### src/design/rhp_pkg.sv
// Shared types, widths and codes for the RTP header parser and sequence checker.
`timescale 1ns / 1ps

package rhp_pkg;

   localparam int MAX_PACKET_BYTES = 2048;

   // Byte counter saturates one above the largest legal packet
   localparam int POS_W  = $clog2(MAX_PACKET_BYTES + 2);
   localparam int TOT_W  = POS_W + 1;
   // Header end: 12 + 4*15 + 4 + 4*65535 fits in 19 bits
   localparam int HEND_W = 19;
   localparam int OFF_W  = 12;

   localparam int BYTE_W  = 8;
   localparam int PT_W    = 7;
   localparam int SEQ_W   = 16;
   localparam int TS_W    = 32;
   localparam int SRC_W   = 32;
   localparam int LIMIT_W = 31;
   localparam int WIN_W   = 15;

   localparam int FIXED_HDR_BYTES = 12;
   localparam logic [1:0] RTP_VERSION = 2'd2;

   localparam logic [LIMIT_W-1:0] JUMP_LIMIT_RESET = LIMIT_W'(100000);
   localparam logic [WIN_W-1:0]   WINDOW_RESET     = WIN_W'(64);

   localparam int CSR_ADDR_W = 3;
   localparam int CSR_DATA_W = 32;
   localparam logic CSR_IDX_JUMP_LIMIT = 1'b0;
   localparam logic CSR_IDX_WINDOW     = 1'b1;

   typedef enum logic [2:0] {
      ST_IN_ORDER  = 3'd0,
      ST_MALFORMED = 3'd1,
      ST_OLD       = 3'd2,
      ST_PREMATURE = 3'd3,
      ST_PENDING   = 3'd4
   } rhp_status_type;

   typedef enum logic [1:0] {
      PH_FIXED   = 2'd0,
      PH_EXT_LEN = 2'd1,
      PH_DONE    = 2'd2
   } rhp_phase_type;

   // Packet summary, valid on the final byte
   typedef struct packed {
      logic               bad;
      logic [BYTE_W-1:0]  second_byte;
      logic [SEQ_W-1:0]   seq;
      logic [TS_W-1:0]    ts;
      logic [SRC_W-1:0]   src;
      logic [OFF_W-1:0]   offset;
      logic [OFF_W-1:0]   size;
   } rhp_packet_type;

   typedef struct packed {
      rhp_status_type     status;
      logic               ts_warn;
      logic               ssrc_warn;
      logic [PT_W-1:0]    payload_type;
      logic               marker;
      logic [SEQ_W-1:0]   seq;
      logic [TS_W-1:0]    ts;
      logic [SRC_W-1:0]   src;
      logic [OFF_W-1:0]   offset;
      logic [OFF_W-1:0]   size;
   } rhp_result_type;

endpackage

### src/design/rhp_parse.sv
// Byte-wise RTP header capture, extension skip and padding strip.
`timescale 1ns / 1ps

module rhp_parse (
   input  logic                         clock,
   input  logic                         reset,
   input  logic                         step,
   input  logic [rhp_pkg::BYTE_W-1:0]   rx_byte,
   input  logic                         last_byte,
   output rhp_pkg::rhp_packet_type      pkt
);
   import rhp_pkg::*;

   logic [POS_W-1:0]   pos_ff, pos_in;
   rhp_phase_type      phase_ff, phase_in;
   logic [BYTE_W-1:0]  flags_ff, flags_in;
   logic [BYTE_W-1:0]  second_ff, second_in;
   logic [SEQ_W-1:0]   seq_ff, seq_in;
   logic [TS_W-1:0]    ts_ff, ts_in;
   logic [SRC_W-1:0]   src_ff, src_in;
   logic [HEND_W-1:0]  hend_ff, hend_in;
   logic [BYTE_W-1:0]  prev_ff;

   logic [HEND_W-1:0]  pos_ext;
   logic [TOT_W-1:0]   total;
   logic [HEND_W-1:0]  diff;
   logic [TOT_W-1:0]   remaining;
   logic [TOT_W-1:0]   pad;
   logic               bad_hdr;

   assign pos_ext = HEND_W'(pos_ff);

   // Field capture by byte position
   always_comb begin
      flags_in  = flags_ff;
      second_in = second_ff;
      seq_in    = seq_ff;
      ts_in     = ts_ff;
      src_in    = src_ff;
      if (pos_ff == POS_W'(0)) begin
         flags_in = rx_byte;
      end else if (pos_ff == POS_W'(1)) begin
         second_in = rx_byte;
      end else if (pos_ff < POS_W'(4)) begin
         seq_in = {seq_ff[SEQ_W-BYTE_W-1:0], rx_byte};
      end else if (pos_ff < POS_W'(8)) begin
         ts_in = {ts_ff[TS_W-BYTE_W-1:0], rx_byte};
      end else if (pos_ff < POS_W'(FIXED_HDR_BYTES)) begin
         src_in = {src_ff[SRC_W-BYTE_W-1:0], rx_byte};
      end
   end

   // Header phase and header end
   always_comb begin
      phase_in = phase_ff;
      hend_in  = hend_ff;
      case (phase_ff)
         PH_FIXED: begin
            if (pos_ff == POS_W'(FIXED_HDR_BYTES - 1)) begin
               hend_in  = HEND_W'(FIXED_HDR_BYTES) + HEND_W'({flags_ff[3:0], 2'b00});
               phase_in = flags_ff[4] ? PH_EXT_LEN : PH_DONE;
            end
         end
         PH_EXT_LEN: begin
            if (pos_ext == hend_ff + HEND_W'(3)) begin
               hend_in  = hend_ff + HEND_W'(4) + HEND_W'({prev_ff, rx_byte, 2'b00});
               phase_in = PH_DONE;
            end
         end
         default: begin
            phase_in = phase_ff;
         end
      endcase
   end

   // Saturate the byte counter one above the largest packet
   assign pos_in = (pos_ff <= POS_W'(MAX_PACKET_BYTES)) ? pos_ff + POS_W'(1) : pos_ff;

   // Final-byte checks
   assign total     = TOT_W'(pos_ff) + TOT_W'(1);
   assign bad_hdr   = (total > TOT_W'(MAX_PACKET_BYTES)) || (phase_in != PH_DONE) ||
                      (flags_in[7:6] != RTP_VERSION) || (HEND_W'(total) < hend_in);
   assign diff      = HEND_W'(total) - hend_in;
   assign remaining = bad_hdr ? '0 : diff[TOT_W-1:0];
   assign pad       = flags_in[5] ? TOT_W'(rx_byte) : '0;

   always_comb begin
      pkt.bad         = bad_hdr || (pad > remaining);
      pkt.second_byte = second_in;
      pkt.seq         = seq_in;
      pkt.ts          = ts_in;
      pkt.src         = src_in;
      pkt.offset      = OFF_W'(hend_in);
      pkt.size        = OFF_W'(remaining - pad);
   end

   // Clear on the final byte, advance otherwise
   always_ff @(posedge clock) begin
      if (reset) begin
         pos_ff    <= '0;
         phase_ff  <= PH_FIXED;
         flags_ff  <= '0;
         second_ff <= '0;
         seq_ff    <= '0;
         ts_ff     <= '0;
         src_ff    <= '0;
         hend_ff   <= '0;
         prev_ff   <= '0;
      end else if (step) begin
         if (last_byte) begin
            pos_ff    <= '0;
            phase_ff  <= PH_FIXED;
            flags_ff  <= '0;
            second_ff <= '0;
            seq_ff    <= '0;
            ts_ff     <= '0;
            src_ff    <= '0;
            hend_ff   <= '0;
            prev_ff   <= '0;
         end else begin
            pos_ff    <= pos_in;
            phase_ff  <= phase_in;
            flags_ff  <= flags_in;
            second_ff <= second_in;
            seq_ff    <= seq_in;
            ts_ff     <= ts_in;
            src_ff    <= src_in;
            hend_ff   <= hend_in;
            prev_ff   <= rx_byte;
         end
      end
   end

`ifndef ASSERT_OFF
   a_pos_bound: assert property (@(posedge clock) disable iff (reset)
      pos_ff <= POS_W'(MAX_PACKET_BYTES + 1))
      else $error("byte counter beyond saturation");
   a_phase_fixed_early: assert property (@(posedge clock) disable iff (reset)
      (pos_ff < POS_W'(FIXED_HDR_BYTES)) |-> (phase_ff == PH_FIXED))
      else $error("header phase left fixed header early");
`endif

endmodule

### src/design/rhp_seq_check.sv
// Sequence tracking, status classification and warnings for parsed packets.
`timescale 1ns / 1ps

module rhp_seq_check (
   input  logic                          clock,
   input  logic                          reset,
   input  logic                          step_last,
   input  rhp_pkg::rhp_packet_type       pkt,
   input  logic [rhp_pkg::LIMIT_W-1:0]   jump_limit,
   input  logic [rhp_pkg::WIN_W-1:0]     reorder_window,
   output rhp_pkg::rhp_result_type       result
);
   import rhp_pkg::*;

   logic [SEQ_W-1:0] last_seq_ff;
   logic [TS_W-1:0]  last_ts_ff;
   logic [SRC_W-1:0] last_src_ff;
   logic             seen_ff;

   logic             in_order;
   logic [SEQ_W-1:0] seq_gap;
   logic [TS_W-1:0]  ts_step;
   rhp_status_type   status;

   assign in_order = !seen_ff || (pkt.seq == last_seq_ff + SEQ_W'(1));
   assign seq_gap  = pkt.seq - last_seq_ff;
   assign ts_step  = pkt.ts - last_ts_ff;

   always_comb begin
      if (in_order) begin
         status = ST_IN_ORDER;
      end else if (seq_gap[SEQ_W-1]) begin
         status = ST_OLD;
      end else if (seq_gap > SEQ_W'(reorder_window)) begin
         status = ST_PREMATURE;
      end else begin
         status = ST_PENDING;
      end
   end

   always_comb begin
      result = '0;
      if (pkt.bad) begin
         result.status = ST_MALFORMED;
      end else begin
         result.status       = status;
         result.ts_warn      = in_order && seen_ff &&
                               ((pkt.ts < last_ts_ff) || (ts_step > TS_W'(jump_limit)));
         result.ssrc_warn    = in_order && seen_ff && (pkt.src != last_src_ff);
         result.payload_type = pkt.second_byte[PT_W-1:0];
         result.marker       = pkt.second_byte[BYTE_W-1];
         result.seq          = pkt.seq;
         result.ts           = pkt.ts;
         result.src          = pkt.src;
         result.offset       = pkt.offset;
         result.size         = pkt.size;
      end
   end

   // Advance tracking on well-formed in-order packets only
   always_ff @(posedge clock) begin
      if (reset) begin
         last_seq_ff <= '0;
         last_ts_ff  <= '0;
         last_src_ff <= '0;
         seen_ff     <= 1'b0;
      end else if (step_last && !pkt.bad && in_order) begin
         last_seq_ff <= pkt.seq;
         last_ts_ff  <= pkt.ts;
         last_src_ff <= pkt.src;
         seen_ff     <= 1'b1;
      end
   end

`ifndef ASSERT_OFF
   a_first_in_order: assert property (@(posedge clock) disable iff (reset)
      (step_last && !pkt.bad && !seen_ff) |-> (result.status == ST_IN_ORDER))
      else $error("first packet not in order");
   a_seen_after_in_order: assert property (@(posedge clock) disable iff (reset)
      (step_last && !pkt.bad && in_order) |=> (seen_ff && last_seq_ff == $past(pkt.seq)))
      else $error("tracking not advanced");
`endif

endmodule

### src/design/rtp_header_parse_and_sequence_check_top.sv
// Top level: input and result registers, configuration registers, parser and checker.
`timescale 1ns / 1ps

// RTP header parser with sequence check.
// Input channel (req_): one packet byte per item, req_last_byte high on the final
//   byte. Bytes are taken one per cycle while req_stall is low, back to back, across packets.
// Result channel (rsp_): one item per packet, produced from the final byte. It
//   carries the status (in order, malformed, old, premature, pending reorder),
//   timestamp and source warnings, the header fields, payload offset and size.
//   Malformed packets report status only, every other field zero.
// Path: a byte is held in the input register and parsed combinationally, and
//   a final byte loads its result into the result register, from which the
//   result is taken. Throughput is one byte per cycle while no final byte is
//   held (see Stall), set by the single parse pass between the input
//   register and the result register.
// Stall: while a result waits (rsp_stall high), bytes that are not final still
//   advance; a final byte is held in the input register and req_stall rises
//   until the waiting result is taken.
// Configuration (APB, pready tied high): register 0 at 0x0 is the timestamp
//   jump limit, register 1 at 0x4 the reorder window. Write only while idle.
// Reset: synchronous; clears the parse state, sequence tracking and the valid
//   flags of both channel registers, and loads limit 100000 and window 64.
module rtp_header_parse_and_sequence_check_top (
   input  logic                              clock,
   input  logic                              reset,
   // input channel
   input  logic                              req_valid,
   output logic                              req_stall,
   input  logic [rhp_pkg::BYTE_W-1:0]        req_rx_byte,
   input  logic                              req_last_byte,
   // result channel
   output logic                              rsp_valid,
   input  logic                              rsp_stall,
   output logic [2:0]                        rsp_status,
   output logic                              rsp_timestamp_warning,
   output logic                              rsp_ssrc_warning,
   output logic [rhp_pkg::PT_W-1:0]          rsp_payload_type,
   output logic                              rsp_marker_bit,
   output logic [rhp_pkg::SEQ_W-1:0]         rsp_sequence_number,
   output logic [rhp_pkg::TS_W-1:0]          rsp_media_timestamp,
   output logic [rhp_pkg::SRC_W-1:0]         rsp_source_id,
   output logic [rhp_pkg::OFF_W-1:0]         rsp_payload_offset,
   output logic [rhp_pkg::OFF_W-1:0]         rsp_payload_size,
   // configuration port
   input  logic                              psel,
   input  logic                              penable,
   input  logic                              pwrite,
   input  logic [rhp_pkg::CSR_ADDR_W-1:0]    paddr,
   input  logic [rhp_pkg::CSR_DATA_W-1:0]    pwdata,
   output logic [rhp_pkg::CSR_DATA_W-1:0]    prdata,
   output logic                              pready
);
   import rhp_pkg::*;

   // input register
   logic               in_valid_ff, in_valid_in;
   logic [BYTE_W-1:0]  in_byte_ff;
   logic               in_last_ff;

   // result register
   logic               rsp_valid_ff, rsp_valid_in;
   rhp_result_type     rsp_ff;

   // configuration
   logic [LIMIT_W-1:0] jump_limit_ff;
   logic [WIN_W-1:0]   window_ff;
   logic               csr_write;
   logic               csr_idx;

   logic               out_free;
   logic               proceed;
   logic               load_in;
   rhp_packet_type     pkt;
   rhp_result_type     result;

   // Handshake: a non-final byte always advances; a final byte needs room in
   // the result register, which frees up in the cycle its item is taken.
   assign out_free  = !rsp_valid_ff || !rsp_stall;
   assign proceed   = in_valid_ff && (!in_last_ff || out_free);
   assign req_stall = in_valid_ff && !proceed;
   assign load_in   = req_valid && !req_stall;

   always_comb begin
      if (load_in) begin
         in_valid_in = 1'b1;
      end else if (proceed) begin
         in_valid_in = 1'b0;
      end else begin
         in_valid_in = in_valid_ff;
      end
   end

   always_comb begin
      if (proceed && in_last_ff) begin
         rsp_valid_in = 1'b1;
      end else if (rsp_valid_ff && !rsp_stall) begin
         rsp_valid_in = 1'b0;
      end else begin
         rsp_valid_in = rsp_valid_ff;
      end
   end

   always_ff @(posedge clock) begin
      if (reset) begin
         in_valid_ff  <= 1'b0;
         rsp_valid_ff <= 1'b0;
      end else begin
         in_valid_ff  <= in_valid_in;
         rsp_valid_ff <= rsp_valid_in;
      end
   end

   // Payload registers: load the byte on accept, load the result on a final byte
   always_ff @(posedge clock) begin
      if (load_in) begin
         in_byte_ff <= req_rx_byte;
         in_last_ff <= req_last_byte;
      end
      if (proceed && in_last_ff) begin
         rsp_ff <= result;
      end
   end

   rhp_parse u_parse (
      .clock     (clock),
      .reset     (reset),
      .step      (proceed),
      .rx_byte   (in_byte_ff),
      .last_byte (in_last_ff),
      .pkt       (pkt)
   );

   rhp_seq_check u_seq_check (
      .clock          (clock),
      .reset          (reset),
      .step_last      (proceed && in_last_ff),
      .pkt            (pkt),
      .jump_limit     (jump_limit_ff),
      .reorder_window (window_ff),
      .result         (result)
   );

   // Configuration registers: word index is the address bit above the byte lanes
   assign pready    = 1'b1;
   assign csr_write = psel && penable && pwrite && pready;
   assign csr_idx   = paddr[2];

   always_ff @(posedge clock) begin
      if (reset) begin
         jump_limit_ff <= JUMP_LIMIT_RESET;
         window_ff     <= WINDOW_RESET;
      end else if (csr_write) begin
         case (csr_idx)
            CSR_IDX_JUMP_LIMIT: begin
               jump_limit_ff <= pwdata[LIMIT_W-1:0];
            end
            CSR_IDX_WINDOW: begin
               window_ff <= pwdata[WIN_W-1:0];
            end
            default: begin
               window_ff <= window_ff;
            end
         endcase
      end
   end

   always_comb begin
      case (csr_idx)
         CSR_IDX_JUMP_LIMIT: prdata = CSR_DATA_W'(jump_limit_ff);
         CSR_IDX_WINDOW:     prdata = CSR_DATA_W'(window_ff);
         default:            prdata = '0;
      endcase
   end

   // Drive the result ports from the result register
   assign rsp_valid             = rsp_valid_ff;
   assign rsp_status            = rsp_ff.status;
   assign rsp_timestamp_warning = rsp_ff.ts_warn;
   assign rsp_ssrc_warning      = rsp_ff.ssrc_warn;
   assign rsp_payload_type      = rsp_ff.payload_type;
   assign rsp_marker_bit        = rsp_ff.marker;
   assign rsp_sequence_number   = rsp_ff.seq;
   assign rsp_media_timestamp   = rsp_ff.ts;
   assign rsp_source_id         = rsp_ff.src;
   assign rsp_payload_offset    = rsp_ff.offset;
   assign rsp_payload_size      = rsp_ff.size;

`ifndef ASSERT_OFF
   a_stall_only_final: assert property (@(posedge clock) disable iff (reset)
      req_stall |-> (in_last_ff && rsp_valid_ff && rsp_stall))
      else $error("input stalled without a blocked final byte");
   a_malformed_zero: assert property (@(posedge clock) disable iff (reset)
      (rsp_valid && rsp_status == ST_MALFORMED) |->
         (!rsp_timestamp_warning && !rsp_ssrc_warning &&
          rsp_payload_offset == '0 && rsp_payload_size == '0))
      else $error("malformed result carries fields");
   a_warn_in_order: assert property (@(posedge clock) disable iff (reset)
      (rsp_valid && rsp_status != ST_IN_ORDER) |->
         (!rsp_timestamp_warning && !rsp_ssrc_warning))
      else $error("warning on a packet not in order");
   a_payload_fits: assert property (@(posedge clock) disable iff (reset)
      rsp_valid |->
         ((TOT_W'(rsp_payload_offset) + TOT_W'(rsp_payload_size)) <=
          TOT_W'(MAX_PACKET_BYTES)))
      else $error("payload beyond packet length");
`endif

endmodule

### config.mk
export PLATFORM = sky130hd
export DESIGN_NAME = rtp_header_parse_and_sequence_check_top
export DESIGN_NICKNAME = d
export VERILOG_FILES = /design/src/design/rhp_pkg.sv /design/src/design/rhp_parse.sv /design/src/design/rhp_seq_check.sv /design/src/design/rtp_header_parse_and_sequence_check_top.sv
export SDC_FILE = /design/constraint.sdc
export NUM_CORES = 1
export LEC_CHECK = 0
export BUFFER_PORTS_ARGS = -buffer_cell sky130_fd_sc_hd__buf_2
export CAP_MARGIN = 20
export CORE_MARGIN = 5
export CORE_UTILIZATION = 50
export DETAILED_ROUTE_END_ITERATION = 12
export HOLD_SLACK_MARGIN = 0.06
export PLACE_DENSITY = 0.69
export RECOVER_POWER = 50
export SLEW_MARGIN = 5
export SYNTH_ARGS = -nofsm -noshare
export SYNTH_HDL_FRONTEND = slang
export SYNTH_SLANG_ARGS = --single-unit
### constraint.sdc
create_clock -name clock -period 15.8 [get_ports clock]
set_input_delay 0.79 -clock clock [delete_from_list [all_inputs] [get_ports clock]]
set_output_delay 0.79 -clock clock [all_outputs]
set_load 0.005 [all_outputs]
==> results.json, run 1 <==
{
  "antenna_cells": 0,
  "drtAntennaViolNets": 0,
  "synth_async_sr_flop_share_pct": 0,
  "setup.worst_path.start_class": "flip-flop",
  "slowest_delay_ns": 0.72,
  "finalWorstSetupSlack_ns": 5.15,
  "setup_tns_ns": 0,
  "ir_drop_mv": 0.0752,
  "die_width_um": 226,
  "start_util_pct": 50.3,
  "p_leak_nw": 10.2,
  "synth_commonest_cells": "nor2_1 (345), dfxtp_1 (266), inv_1 (204), nand2_1 (168), ha_1 (159)",
  "yosysMostFrequentCell": "nor2_1",
  "wl_per_cell_um": 19.5,
  "hold_slack_ns": 0.376,
  "critPathMaxFanout": 71,
  "grt_pass1_vias": 18914,
  "cts_buffers": 44,
  "clock-sinks": 392,
  "cts_max_level": 2,
  "critPathRequiredTime_ns": 16.05,
  "io_buffers": 197,
  "areaGrowthSynthToFinish_pct": 11.5,
  "finalHoldViolations": 0,
  "worst_path_max_delay_cell": "buf_4",
  "p_int_w": 0.00178,
  "ioPinCount": 203,
  "post-place-ws_ns": 5.47,
  "dp_hpwl_mm": 46.1,
  "vias": 19750,
  "fin_crit_sh_pct": 67.4,
  "drv_cap": 5,
  "finClkSkew_ns": 0.0187,
  "via_per_inst": 5.89,
  "coreArea_um2": 46400,
  "ys.flop_type": "dfxtp_1",
  "cts_buffer_depth": 3,
  "layout-drive-gt1-share_pct": 11.4,
  "antenna_found_initial": 2,
  "drt-initial-drc-count": 1685,
  "drt_pass1_iterations": 6,
  "power_switching_w": 0.000553,
  "seq_power_share_pct": 45.0,
  "grt_max_degree": 134,
  "cts_root_buffer": "clkbuf_16",
  "setup_viol": 0,
  "arrival_ns": 10.90,
  "criticalPathCategory": "flip-flop to flip-flop",
  "grt-ovfl-total": 0,
  "synth_warnings": 0,
  "fill_cells": 4148,
  "cts.clk_slew.worst_paths_ns": 0.06,
  "instances_no_fill": 3352,
  "netlist_instances": 2600,
  "p_sw_share_pct": 23.7,
  "relSlewSlack_pct": -344,
  "yosysSeqAreaShare_pct": 39.1,
  "synth_top_area_share_pct": 22.8,
  "period_needed_ns": 10.65,
  "placementRows": 79,
  "tightest_slew_ns": 6.66,
  "rsz0062_at_grt": "false",
  "dp_cells": 3268,
  "violations": "capacitance limit, slew limit",
  "die-height_um": 226,
  "maxSlewViolCount": 380,
  "synth.ff_latch_count": 392,
  "synth_edf_count": 126,
  "status": "finished, violations left",
  "avgSynthCellArea_um2": 8.96,
  "insertion_delay_ns": 0.58,
  "clock.fmax_mhz": 93.9,
  "synth_area_um2": 23300,
  "dieArea_um2": 51000,
  "cts.hold.buffers_added": 0,
  "drcViolationCount": 0,
  "hold_class": "primary input to flip-flop",
  "place_congestion": 0.955,
  "power_density_nw_per_um2": 89.9,
  "synth_area_leaders": "dfxtp_1 (23%), edfxtp_1 (16%), ha_1 (8.5%), nor2_1 (5.6%), a211oi_2 (4.2%)",
  "synth_largest_area_cell": "dfxtp_1",
  "synth_nets": 2815,
  "cts-resized-gates": 0,
  "postCtsSetupBuffers": 0,
  "fin_nets": 2924,
  "grt_pass1_wl_mm": 103,
  "power_frac_clock_pct": 47.7,
  "drt-total-wl_mm": 65.4,
  "combinationalPowerShare_pct": 7.2,
  "synth_cell_types": 81,
  "gr-usage-all-layers_pct": 24.8,
  "cts_tree": "yes",
  "end_kind": "flip-flop"
}
-- power by group through the flow --
stage               clock network, W  registers, W  logic (W)
floorplan                          0       0.00107   0.000116
finish                       0.00111       0.00105   0.000169
detailed placement                 0       0.00107   0.000167
global route                 0.00117       0.00105   0.000185
global placement                   0       0.00107   0.000165
CTS                          0.00113       0.00105   0.000168
-- layout make-up --
class / instances / area (µm²) / share of cell area, %
Clock buffer: 49 / 1140 / 4.39
Clock inverter: 33 / 423 / 1.63
Inverter: 205 / 771 / 2.96
Multi-Input combinational cell: 1838 / 12700 / 48.8
Sequential cell: 392 / 9110 / 35.0
Tap cell: 607 / 759 / 2.92
Timing Repair Buffer: 228 / 1100 / 4.25
-- flip-flops by register name, indices dropped and copies added, names as in the netlist, 3 cells and up --
| name | flops |
|---|---|
| in_byte_ff | 8 |
| u_seq_check.last_src_ff | 32 |
| u_parse.flags_ff | 8 |
| jump_limit_ff | 31 |
| rsp_status | 3 |
| u_parse.second_ff | 8 |
| window_ff | 15 |
| u_parse.prev_ff | 8 |
| rsp_payload_type | 7 |
| rsp_media_timestamp | 32 |
| u_seq_check.last_ts_ff | 32 |
| u_parse.ts_ff | 32 |
| rsp_payload_size | 12 |
| u_parse.hend_ff | 19 |
| u_parse.seq_ff | 16 |
| rsp_source_id | 32 |
| u_seq_check.last_seq_ff | 16 |
| u_parse.src_ff | 32 |
| rsp_sequence_number | 16 |
| u_parse.pos_ff | 12 |
| rsp_payload_offset | 12 |
-- through the flow --
step,area (µm²),util [%],power [W]
2_1_floorplan,23300,-,0.00119
3_3_place_gp,24500,52.9,0.00124
3_5_place_dp,24500,52.9,0.00124
4_1_cts,26100,56.3,0.00235
5_1_grt,26000,56.1,0.00241
6_report,26000,56.1,0.00234
-- worst max-delay path: cells and delay by family, from the launching register on --
kind | cells | cell delay, ns
compound gates | 15 | 3.25
fa+ha+maj | 3 | 0.84
buf+inv | 4 | 1.50
flops | 1 | 0.38
simple gates | 12 | 4.21
-- layer usage --
| layer | global-route usage (%) | routed length, µm | vias up |
|---|---|---|---|
| met5 | 0 | 0 | - |
| li1 | - | - | 9480 |
| met3 | 3.56 | 4230 | 110 |
| met2 | 40.4 | 30400 | 663 |
| met1 | 34.5 | 28800 | 9497 |
| met4 | 7.40 | 2000 | 0 |
-- cell families (layout without fill, tap and decap cells) --
logic type	Yosys count	count (layout)	synth area share [%]
flip-flops	392	392	39.1
AND/OR/NAND/NOR	785	785	15.6
XOR/XNOR	148	148	5.56
buffers and inverters	370	515	6.62
multiplexers	93	93	4.02
adder cells (fa/ha/maj)	164	164	8.96
AO/OA/AOI/OAI	646	646	20.1
other	2	2	0.0322
-- worst paths after layout --
path / from / endpoint / slack [ns] / cells past startpoint
hold reg to reg: jump_limit_ff[12] / jump_limit_ff[12] / 0.46 / 2
setup / recovery: u_parse.hend_ff[0] / rsp_media_timestamp[2] / 5.15 / 34
setup reg to reg: u_parse.hend_ff[0] / rsp_media_timestamp[2] / 5.15 / 34
hold / removal: req_rx_byte[1] / in_byte_ff[1] / 0.38 / 1
-- layout by cell type, fill, tap and decap left out, types with 9 or more instances in the layout --
cell type    n
nand3_1     43
a21o_1      29
a211oi_2    79
a22oi_1     97
a21oi_1    144
a211o_1      9
clkbuf_1    93
edfxtp_1   126
dfxtp_1    266
nor4_1      19
nand3b_1    13
ha_1       159
and3_1      21
bufinv_16   10
or3_1       16
inv_1      203
nand4_1     30
buf_2      109
a2bb2oi_1   10
xor2_1      38
nor3_1      44
nand2b_1    16
o31ai_1     12
nand2_1    166
buf_4       27
clkbuf_16   45
and2_1      12
a211oi_1     9
o21ai_0     72
xnor2_1    110
a31oi_1     89
nor2b_1     24
o21a_1      23
clkinv_1    10
nor2_1     343
mux2i_1     88
No activity file was read; power rests on OpenSTA's default activity.
==> inputs of run 2 (changes only) <==
Settings changed: ABC_AREA from default to 1, PLACE_DENSITY 0.69 to 0.71.
Clock period 15.8 ns to 9.4 ns, I/O delays scaled along.
==> run 2 against run 1 <==
  * The run still ends with capacitance limit, slew limit left
  * Critical path depth up 15
  * Final cell count is 25% higher
  * Clock power is 53% higher
  * Global-route usage down 0.49 points
  * Via count up 11%
  * Sequential share of layout area is 0.88 points lower
  * Largest power group is now sequential cells
==> results.json, run 2 <==
{
  "via_per_inst": 5.23,
  "total_power_w": 0.00384,
  "start_util_pct": 50.4,
  "drv_cap": 8,
  "synth_top_area_share_pct": 22.1,
  "maxSlewViolCount": 528,
  "status": "finished, violations left",
  "io_buffers": 197,
  "rsz0062_at_grt": "false",
  "period_needed_ns": 8.19,
  "drt_pass1_iterations": 5,
  "cts_buffers": 43,
  "most-common-layout-cells": "nand2_1 (802), inv_1 (553), nor2_1 (388)",
  "power_frac_clock_pct": 44.3,
  "power_density_nw_per_um2": 144,
  "placementRows": 80,
  "critPathMaxFanout": 29,
  "avgSynthCellArea_um2": 7.05,
  "yosysSeqAreaShare_pct": 37.8,
  "setup_tns_ns": 0,
  "p_int_w": 0.00287,
  "seq_area_um2": 9110,
  "layout-drive-gt1-share_pct": 5.47,
  "dieArea_um2": 52700,
  "synth_area_leaders": "dfxtp_1 (22%), edfxtp_1 (16%), nand2_1 (13%), inv_1 (8.6%), ha_1 (8.3%)",
  "cpMostUsedCell": "nand2_1",
  "layout_commonest_cell": "nand2_1",
  "synth_async_sr_flop_share_pct": 0,
  "criticalPathCategory": "flip-flop to flip-flop",
  "finalWorstSetupSlack_ns": 1.21,
  "cts.clk_slew.worst_paths_ns": 0.07,
  "ioPinCount": 203,
  "die-height_um": 229,
  "insertion_delay_ns": 0.58,
  "ys.flop_type": "dfxtp_1",
  "place_congestion": 0.930,
  "hold_slack_ns": 0.108,
  "worst_path_max_delay_cell": "nor2_4",
  "cts_tree": "yes",
  "wl_per_cell_um": 15.9,
  "grt_pass1_wl_mm": 106,
  "tightest_slew_ns": 4.60,
  "seq_power_share_pct": 46.5,
  "p_sw_share_pct": 25.3,
  "synth_area_um2": 24100,
  "postCtsSetupBuffers": 0,
  "p_leak_nw": 12.2,
  "arrival_ns": 8.65,
  "multiInputGateArea_um2": 12300,
  "fin_nets": 3765,
  "die_width_um": 229,
  "synth_warnings": 0,
  "cts_root_buffer": "clkbuf_16",
  "combinationalPowerShare_pct": 9.3,
  "drcViolationCount": 0,
  "setup_viol": 0,
  "areaGrowthSynthToFinish_pct": 10.7,
  "synth_edf_count": 126,
  "power_switching_w": 0.000972,
  "vias": 21948,
  "grt-ovfl-total": 0,
  "synth_commonest_cells": "nand2_1 (803), inv_1 (555), nor2_1 (388), a21oi_1 (302), dfxtp_1 (266)",
  "synth_nets": 3631,
  "fin_crit_sh_pct": 87.1,
  "yosysMostFrequentCell": "nand2_1",
  "clock-sinks": 392,
  "finClkSkew_ns": 0.0118,
  "gr-usage-all-layers_pct": 24.3,
  "coreArea_um2": 47700,
  "dp_hpwl_mm": 47.3,
  "post-place-ws_ns": 1.40,
  "netlist_instances": 3416,
  "cts_buffer_depth": 3,
  "critPathRequiredTime_ns": 9.86,
  "relSlewSlack_pct": -206,
  "drtAntennaViolNets": 0,
  "setup.worst_path.start_class": "flip-flop",
  "ir_drop_mv": 0.116,
  "antenna_cells": 0,
  "hold_class": "primary input to flip-flop",
  "violations": "capacitance limit, slew limit",
  "antenna_found_initial": 1,
  "end_kind": "flip-flop",
  "grt_max_degree": 98,
  "clock.fmax_mhz": 122,
  "finalHoldViolations": 0,
  "synth_largest_area_cell": "dfxtp_1",
  "fill_cells": 4634,
  "drt-initial-drc-count": 1827,
  "synth_cell_types": 51,
  "synth.ff_latch_count": 392,
  "slowest_delay_ns": 0.66,
  "grt_pass1_vias": 20089,
  "drt-total-wl_mm": 66.7,
  "cts_max_level": 2
}
==> run 2: changes by cell type after synthesis, moves of 79 or more <==
cell / change
a31oi_1: -85
xnor2_1: -79
a22oi_1: -97
nand3_1: +108
mux2i_1: -88
inv_1: +351
a211oi_2: -79
nand2_1: +635
a21oi_1: +158
o21ai_0: +126
==> run 2: final timing paths <==
| kind | endpoint | slack, ns | cells past startpoint | start |
|---|---|---|---|---|
| max reg2reg | u_seq_check.last_ts_ff[14] | 1.21 | 49 | u_parse.hend_ff[0] |
| min reg2reg | u_parse.src_ff[29] | 0.46 | 2 | u_parse.src_ff[29] |
| max | u_seq_check.last_ts_ff[14] | 1.21 | 49 | u_parse.hend_ff[0] |
| min | jump_limit_ff[16] | 0.11 | 3 | pwdata[16] |
==> run 2: timing repair <==
item,CTS,global route
endpoints found under the hold margin,3,0
hold buffers,3,0
gates resized for setup,0,0
==> run 2: cell families after synthesis <==
logic type / after synthesis / synth area share [%]
buf+inv: 694 / 11.3
fa+ha+maj: 164 / 8.68
flops: 392 / 37.8
simple gates: 1440 / 24.3
xor+xnor: 130 / 4.73
other cells: 2 / 0.0312
compound gates: 594 / 13.1
==> run 2: per-stage QoR <==
stage | cells | utilization [%] | cell area, µm²
floorplan | 3416 | - | 24100
global placement | 4116 | 53.2 | 25400
detailed placement | 4116 | 53.2 | 25400
CTS | 4199 | 56.2 | 26800
global route | 4200 | 55.9 | 26700
finish | 4200 | 55.9 | 26700
==> run 2: layout make-up <==
type	instances	area share [%]
Multi-Input combinational cell	2330	46.0
Tap cell	615	2.89
Clock buffer	57	4.43
Clock inverter	23	0.816
Timing Repair Buffer	220	3.76
Sequential cell	392	34.2
Inverter	563	7.93
==> run 2: worst max-delay path: cells and delay by family (launching register included) <==
kind | cells | cell delay [ns]
DFF | 1 | 0.40
and+or+nand+nor | 29 | 3.96
adders and majority gates | 3 | 1.03
AOI/OAI and AO/OA | 10 | 1.42
buffers and inverters | 7 | 1.19
==> run 2: routing by layer <==
metal	track usage [%]	vias to the layer above	share of wire, %
met4	6.90	0	2.6
met1	34.2	10027	46
met3	4.14	104	6.9
li1	-	11152	-
met2	38.9	665	45
met5	0	-	0
==> run 2: power groups by stage <==
stage,logic (W),clock network (W),registers (W)
2_1_floorplan,0.000248,0,0.00182
3_3_place_gp,0.000346,0,0.00182
3_5_place_dp,0.000350,0,0.00182
4_1_cts,0.000355,0.00173,0.00178
5_1_grt,0.000401,0.00180,0.00179
6_report,0.000355,0.00170,0.00178
==> inputs of run 3 (changes only) <==
Settings changed: PLACE_DENSITY 0.71 to default, PLACE_DENSITY_LB_ADDON from default to 0.05.
==> run 3 against run 2 <==
  * The flow still finishes with violations (capacitance limit, slew limit)
  * Final cell count rose by 0.36%
  * Wire length grew 7.7%
  * First-iteration DRC count decreased by 19%
  * Critical endpoint is now u_seq_check.last_seq_ff[9]
  * Via count grew 1.1%
==> results.json, run 3 (synthesis results as in run 2) <==
{
  "status": "finished, violations left",
  "violations": "capacitance limit, slew limit",
  "tightest_slew_ns": 4.29,
  "grt_util_met3_pct": 4.89,
  "finClkSkew_ns": 0.0191,
  "total_power_w": 0.00397,
  "drtAntennaViolNets": 0,
  "cts_root_buffer": "clkbuf_16",
  "arrival_ns": 8.76,
  "cts_tree": "yes",
  "most-common-layout-cells": "nand2_1 (803), inv_1 (553), nor2_1 (388)",
  "critPathRequiredTime_ns": 9.92,
  "fin_nets": 3777,
  "grt-ovfl-total": 0,
  "cts-resized-gates": 0,
  "maxSlewViolCount": 471,
  "cp-startpoint": "u_parse.hend_ff[0]",
  "slowest_delay_ns": 0.76,
  "grt_pass1_vias": 20935,
  "cts.clk_slew.worst_paths_ns": 0.06,
  "setup_tns_ns": 0,
  "start_util_pct": 50.4,
  "die_width_um": 229,
  "holdCritStartpoint": "pwdata[16]",
  "r2r_slack_ns": 1.16,
  "coreArea_um2": 47700,
  "hold_slack_ns": 0.0934,
  "p_leak_nw": 12.3,
  "use_met1_pct": 35.5,
  "drt_pass1_iterations": 6,
  "io_buffers": 197,
  "wl_per_cell_um": 17.1,
  "dp_cells": 4120,
  "dieArea_um2": 52700,
  "relSlewSlack_pct": -186,
  "vias": 22199,
  "areaGrowthSynthToFinish_pct": 11.7,
  "timing.rr.start": "u_parse.hend_ff[0]",
  "setup.worst_path.start_class": "flip-flop",
  "power_density_nw_per_um2": 148,
  "dp_hpwl_mm": 51.8,
  "cpMostUsedCell": "nand2_1",
  "clock-sinks": 392,
  "instances_no_fill": 4215,
  "insertion_delay_ns": 0.60,
  "layout_commonest_cell": "nand2_1",
  "r2r_cells": 52,
  "cts_buffers": 46,
  "worstReg2RegEnd": "u_seq_check.last_seq_ff[9]",
  "met2_usage_pct": 43.4,
  "gr-usage-all-layers_pct": 26.3,
  "finalHoldViolations": 0,
  "layout-drive-gt1-share_pct": 5.97,
  "min_to": "jump_limit_ff[16]",
  "hold_class": "primary input to flip-flop",
  "worst_path_max_delay_cell": "nand4_4",
  "rsz0062_at_grt": "false",
  "postCtsSetupBuffers": 0,
  "cts_max_level": 2,
  "top_usage_layer": "met2",
  "fin_crit_sh_pct": 87.7,
  "clock.fmax_mhz": 121,
  "placementRows": 80,
  "drcViolationCount": 0,
  "drt-initial-drc-count": 1488,
  "via_per_inst": 5.27,
  "drt-total-wl_mm": 71.9,
  "ir_drop_mv": 0.135,
  "die-height_um": 229,
  "drv_cap": 8,
  "cts.hold.buffers_added": 8,
  "period_needed_ns": 8.24,
  "ioPinCount": 203,
  "end_kind": "flip-flop",
  "hold_depth": 3,
  "criticalPathCategory": "flip-flop to flip-flop",
  "critPathMaxFanout": 50,
  "grt_max_degree": 91,
  "antenna_found_initial": 1,
  "place_congestion": 0.899,
  "cts_buffer_depth": 3,
  "grt_pass1_wl_mm": 113,
  "antenna_cells": 0,
  "setup_viol": 0
}
-- run 3: changes by cell type in the layout (fill, tap and decap cells not counted), sizes merged --
cell,before,now
clkbuf,180,176
inv,559,560
dlygate4sd3,3,8
buf,94,111
bufinv,3,4
clkinv,20,15
-- run 3: area by class of cell --
type | instances | area [µm²]
clock buffer | 66 | 1300
clock inverter | 20 | 220
fill | 4692 | 20900
inverter | 563 | 2120
multi-input combinational | 2330 | 12300
sequential | 392 | 9110
tap | 615 | 769
timing repair buffer | 229 | 1110
-- run 3: routing by layer --
layer,up-vias,part of all wire (%),wire length (µm)
met1,10282,45,32100
li1,11177,-,-
met2,616,46,33100
met5,-,0.018,13
met3,122,6.4,4610
met4,2,2.8,1990
-- run 3: where the power goes --
part | internal (W) | switching (W) | total [W]
clock | 0.00107 | 0.000746 | 0.00182
combinational | 0.000127 | 0.000244 | 0.000372
sequential | 0.00177 | 0.0000126 | 0.00178
total | 0.00297 | 0.00100 | 0.00397
-- run 3: how the worst max path moves through the flow --
stage | end | slack, ns
floorplan | rsp_media_timestamp[1] | 3.46
global placement | u_seq_check.last_seq_ff[12] | 1.33
detailed placement | rsp_payload_offset[2] | 1.29
CTS | rsp_payload_offset[2] | 1.22
global route | u_seq_check.last_seq_ff[5] | 0.21
finish | u_seq_check.last_seq_ff[9] | 1.16
-- run 3: worst max-delay path, delay by kind of cell, from the launching register on --
kind / cells / cell delay [ns]
simple gates: 30 / 3.71
compound gates: 10 / 1.50
buf+inv: 9 / 1.43
fa+ha+maj: 3 / 1.03
flops: 1 / 0.44
-- run 3: per-stage QoR --
step           util (%)  instance area (µm²)  setup WS (ns)
6_report           56.3                26900           1.16
5_1_grt            56.3                26900          0.212
4_1_cts            56.7                27100           1.22
3_5_place_dp       53.3                25500           1.29
3_3_place_gp       53.3                25500           1.33
2_1_floorplan         -                24100           3.46
